File: src/rtl/core/chm_ram.sv
// chm_ram: generic one-write one-read synchronous ram with registered read
`default_nettype none
module chm_ram #(
    parameter int WIDTH = 8,
    parameter int DEPTH = 16
) (
    input  wire logic                                  aclk,
    input  wire logic                                  we,
    input  wire logic [(DEPTH > 1 ? $clog2(DEPTH) : 1)-1:0] waddr,
    input  wire logic [WIDTH-1:0]                      wdata,
    input  wire logic [(DEPTH > 1 ? $clog2(DEPTH) : 1)-1:0] raddr,
    output logic      [WIDTH-1:0]                      rdata
);
    logic [WIDTH-1:0] mem [DEPTH];

    always_ff @(posedge aclk) begin
        if (we) begin
            mem[waddr] <= wdata;
        end
        rdata <= mem[raddr];
    end
endmodule
`default_nettype wire

File: config.mk
export PLATFORM = sky130hd
export DESIGN_NAME = chm_ram
export DESIGN_NICKNAME = d
export VERILOG_FILES = /design/src/rtl/core/chm_ram.sv
export SDC_FILE = /design/constraint.sdc
export NUM_CORES = 1
export LEC_CHECK = 0
export BUFFER_PORTS_ARGS = -buffer_cell sky130_fd_sc_hd__buf_4
export CAP_MARGIN = 20
export CELL_PAD_IN_SITES_DETAIL_PLACEMENT = 1
export CELL_PAD_IN_SITES_GLOBAL_PLACEMENT = 1
export CORE_MARGIN = 4
export CORE_UTILIZATION = 55
export DETAILED_ROUTE_END_ITERATION = 12
export GPL_ROUTABILITY_DRIVEN = 0
export GPL_TIMING_DRIVEN = 0
export PLACE_DENSITY_LB_ADDON = 0.1
export SETUP_SLACK_MARGIN = 0.5
export SLEW_MARGIN = 20
export SYNTH_ARGS = -nofsm -noshare
export SYNTH_HDL_FRONTEND = slang
export SYNTH_SLANG_ARGS = --single-unit
File: constraint.sdc
create_clock -name aclk -period 5.2 [get_ports aclk]
set_input_delay 1.56 -clock aclk [delete_from_list [all_inputs] [get_ports aclk]]
set_output_delay 1.56 -clock aclk [all_outputs]
set_load 0.02 [all_outputs]
==> impl_metrics.sql <==
INSERT INTO impl_metrics (metric_group, metric, value, unit) VALUES
('route', 'post-route-drc-count', '0', ''),
('cts', 'cts.reportedPaths.clkPinSlew', '0.06', 'ns'),
('placement', 'hpwlAfterDp', '6820', 'um'),
('route', 'drt.antenna.violating_nets', '0', ''),
('timing', 'finalSetupViolations', '0', ''),
('logic_synthesis', 'post_synth_inst_count', '229', ''),
('floorplan', 'core.rowCount', '35', ''),
('timing', 'max_slew_violation_total_from_the_final_report', '0', ''),
('final_layout', 'multiInputGateArea', '1080', 'sq um'),
('grt', 'vias_in_the_first_global_route', '2608', ''),
('cts', 'cts_hold_repair.buffers', '0', ''),
('timing', 'min_period', '2.76', 'ns'),
('worst_setup_path', 'cell_chain_critical_path', 'buf_4 > or3b_2 > nor2_1', ''),
('power_and_ir_drop', 'power.ir.vdd_worst', '0.000194', 'V'),
('worst_setup_path', 'critPathMaxFanout', '8', ''),
('timing', 'fmaxAchievable', '362', 'MHz'),
('final_layout', 'mostFrequentLayoutCells', '128 x sky130_fd_sc_hd__edfxtp_1, 25 x sky130_fd_sc_hd__buf_4, 18 x sky130_fd_sc_hd__mux4_2', ''),
('final_layout', 'layout.cells.non_filler', '396', ''),
('worst_setup_path', 'critPathLaunchType', 'primary input', ''),
('worst_setup_path', 'worstPathRequired', '5.33', 'ns'),
('route', 'routed-via-count', '2417', ''),
('cts', 'cts_htree_levels', '4', ''),
('timing', 'grt_setup_unrepaired', 'false', ''),
('route', 'drt_wl_total', '10800', 'um'),
('route', 'detail_route.vias_per_cell', '6.10', ''),
('logic_synthesis', 'synth.yosys.warnings', '0', ''),
('grt', 'global_route.usage.total', '21.6', '%'),
('cts', 'cts_buffers', '17', ''),
('power_and_ir_drop', 'pwr_density_cell', '418', 'nW/um^2'),
('placement', 'port_buffers', '24', ''),
('final_layout', 'antenna_cells', '0', ''),
('logic_synthesis', 'post_synth.cell_area_avg', '22.5', 'sq um'),
('grt', 'overflow', '0', ''),
('cts', 'insertion_delay', '0.52', 'ns'),
('final_layout', 'mostFrequentLayoutCell', 'sky130_fd_sc_hd__edfxtp_1', ''),
('logic_synthesis', 'postSynthRegisterBits', '136', ''),
('cts', 'post-cts-setup-buffers', '0', ''),
('logic_synthesis', 'synth-seq-area-share', '77.8', '%'),
('run', 'count_of_maximum_capacitance_violations', '0', ''),
('power_and_ir_drop', 'total_leakage_power', '2.05', 'nW'),
('logic_synthesis', 'post_synth_instance_area', '5150', 'sq um'),
('floorplan', 'initial_utilization', '56.0', '%'),
('timing', 'timing_hold_violations_final', '0', ''),
('worst_setup_path', 'critical_path_class', 'primary input to flop', ''),
('final_layout', 'fill_cells', '732', ''),
('worst_setup_path', 'worst_ep_arrival_time', '2.89', 'ns'),
('placement', 'placed_cells', '364', ''),
('floorplan', 'die_w', '105', 'um'),
('cts', 'tritoncts_num_sinks', '136', ''),
('final_layout', 'drive_gt1_share', '30.5', '%'),
('status', 'result_of_the_run', 'finished clean', ''),
('route', 'wire_per_inst', '27.2', 'um'),
('floorplan', 'die_area', '11000', 'sq um'),
('timing', 'max_slew_margin', '42.3', '%'),
('route', 'drt_pass1_iterations', '5', ''),
('route', 'detail_route.iter0.violations', '196', ''),
('logic_synthesis', 'synth_nets', '247', ''),
('worst_setup_path', 'endpoint_kind', 'flop', ''),
('logic_synthesis', 'synth.lib_cells_used.distinct', '19', ''),
('cts', 'clk_root_buffer_cell', 'sky130_fd_sc_hd__clkbuf_8', ''),
('timing', 'min_period_over_period', '53.1', '%'),
('floorplan', 'design.portCount', '26', ''),
('worst_setup_path', 'max_stage_delay', '0.66', 'ns'),
('cts', 'tritoncts_clock_tree', 'built', ''),
('timing', 'fin_tns_setup', '0', 'ns'),
('final_layout', 'syn_to_final_growth', '18.0', '%'),
('grt', 'grt_antenna_before_repair', '0', ''),
('grt', 'grt_first_pass_wirelength', '16500', 'um'),
('worst_setup_path', 'critPathSlowestCell', 'sky130_fd_sc_hd__nor2_1', ''),
('timing', 'worst_pin_slew', '0.863', 'ns'),
('final_layout', 'nets', '290', ''),
('cts', 'ctsResizeCount', '0', ''),
('hold_path', 'type_of_the_most_critical_hold_path', 'flop to flop', ''),
('floorplan', 'floorplan.core_area', '9200', 'sq um'),
('timing', 'fin_worst_skew', '0.0148', 'ns'),
('final_layout', 'final-seq-area', '4000', 'sq um'),
('floorplan', 'die_height', '105', 'um'),
('grt', 'maximum_number_of_pins_on_one_net_before_global_route_repair', '17', ''),
('cts', 'cts_max_path_buffers', '2', '');
per-stage QoR:
stage	hold WS (ns)	power (mW)	area (sq um)	util, %	setup slack (ns)
after global placement	0.666	1.38	5470	59.4	1.55
after detailed placement	0.682	1.39	5490	59.7	1.91
after floorplan	0.629	1.32	5150	-	2.15
final	0.699	2.54	6070	66.0	2.44
after CTS	0.706	2.56	6070	66.0	2.45
after global routing	0.739	2.64	6070	66.0	2.36
layer usage:
layer / part of all wire [%] / routed length, um / global-route usage [%]
met4: 0.98 / 106 / 7.31
met3: 5.9 / 635 / 5.31
met2: 49 / 5330 / 32.6
met5: 0 / 0 / 0
met1: 44 / 4710 / 31.3
report_power, final:
group / total [mW] / switching, mW / leakage [nW] / internal (mW)
clock: 1.17 / 0.432 / 0.285 / 0.742
combinational: 0.134 / 0.0779 / 0.539 / 0.0565
sequential: 1.23 / 0.00702 / 1.22 / 1.23
worst max-delay path, delay by kind of cell:
family                 cells  cell delay [ns]
buffers and inverters      1             0.12
AND/OR/NAND/NOR            2             1.20
area by class of cell:
type / count / share of cell area (%)
Buffer: 10 / 1.42
Tap cell: 111 / 2.29
Sequential cell: 136 / 65.9
Clock inverter: 12 / 2.49
Clock buffer: 20 / 7.17
Timing Repair Buffer: 24 / 2.97
Multi-Input combinational cell: 83 / 17.7
registers in the layout, summed over array words and instances (netlist names):
| name | cells |
|---|---|
| mem | 128 |
| rdata | 8 |
cells by family (layout without fill, tap and decap cells):
kind of cell    Yosys count  count (layout)  synth area share [%]
flops                   136             136                  77.8
mux                      32              32                  15.0
buf+inv                  10              66                  1.68
compound gates           16              16                  2.33
simple gates             35              35                  3.18
path summary, 6_finish.rpt:
path	startpoint	endpoint	slack, ns	cells past startpoint
setup / recovery	waddr[2]	mem[3][2]	2.44	3
hold / removal	mem[11][2]	rdata[2]	0.70	3
setup reg to reg	mem[15][0]	rdata[0]	3.77	3
hold reg to reg	mem[11][2]	rdata[2]	0.70	3
cells in the mapped netlist:
| cell | number | share of area (%) |
|---|---|---|
| sky130_fd_sc_hd__a22oi_1 | 16 | 2.3 |
| sky130_fd_sc_hd__and2_1 | 1 | 0.12 |
| sky130_fd_sc_hd__and2b_1 | 1 | 0.15 |
| sky130_fd_sc_hd__buf_2 | 3 | 0.29 |
| sky130_fd_sc_hd__buf_4 | 1 | 0.15 |
| sky130_fd_sc_hd__buf_6 | 3 | 0.66 |
| sky130_fd_sc_hd__clkdlybuf4s25_2 | 3 | 0.58 |
| sky130_fd_sc_hd__dfxtp_1 | 8 | 3.1 |
| sky130_fd_sc_hd__edfxtp_1 | 128 | 75 |
| sky130_fd_sc_hd__mux4_1 | 14 | 7.1 |
| sky130_fd_sc_hd__mux4_2 | 18 | 7.9 |
| sky130_fd_sc_hd__nand2_1 | 9 | 0.66 |
| sky130_fd_sc_hd__nand2b_1 | 2 | 0.24 |
| sky130_fd_sc_hd__nand3_1 | 1 | 0.097 |
| sky130_fd_sc_hd__nand3b_1 | 2 | 0.29 |
| sky130_fd_sc_hd__nor2_1 | 13 | 0.95 |
| sky130_fd_sc_hd__nor2b_1 | 1 | 0.12 |
| sky130_fd_sc_hd__nor3_1 | 4 | 0.39 |
| sky130_fd_sc_hd__or3b_2 | 1 | 0.17 |
Note: power is estimated with default switching activity, not from simulation.
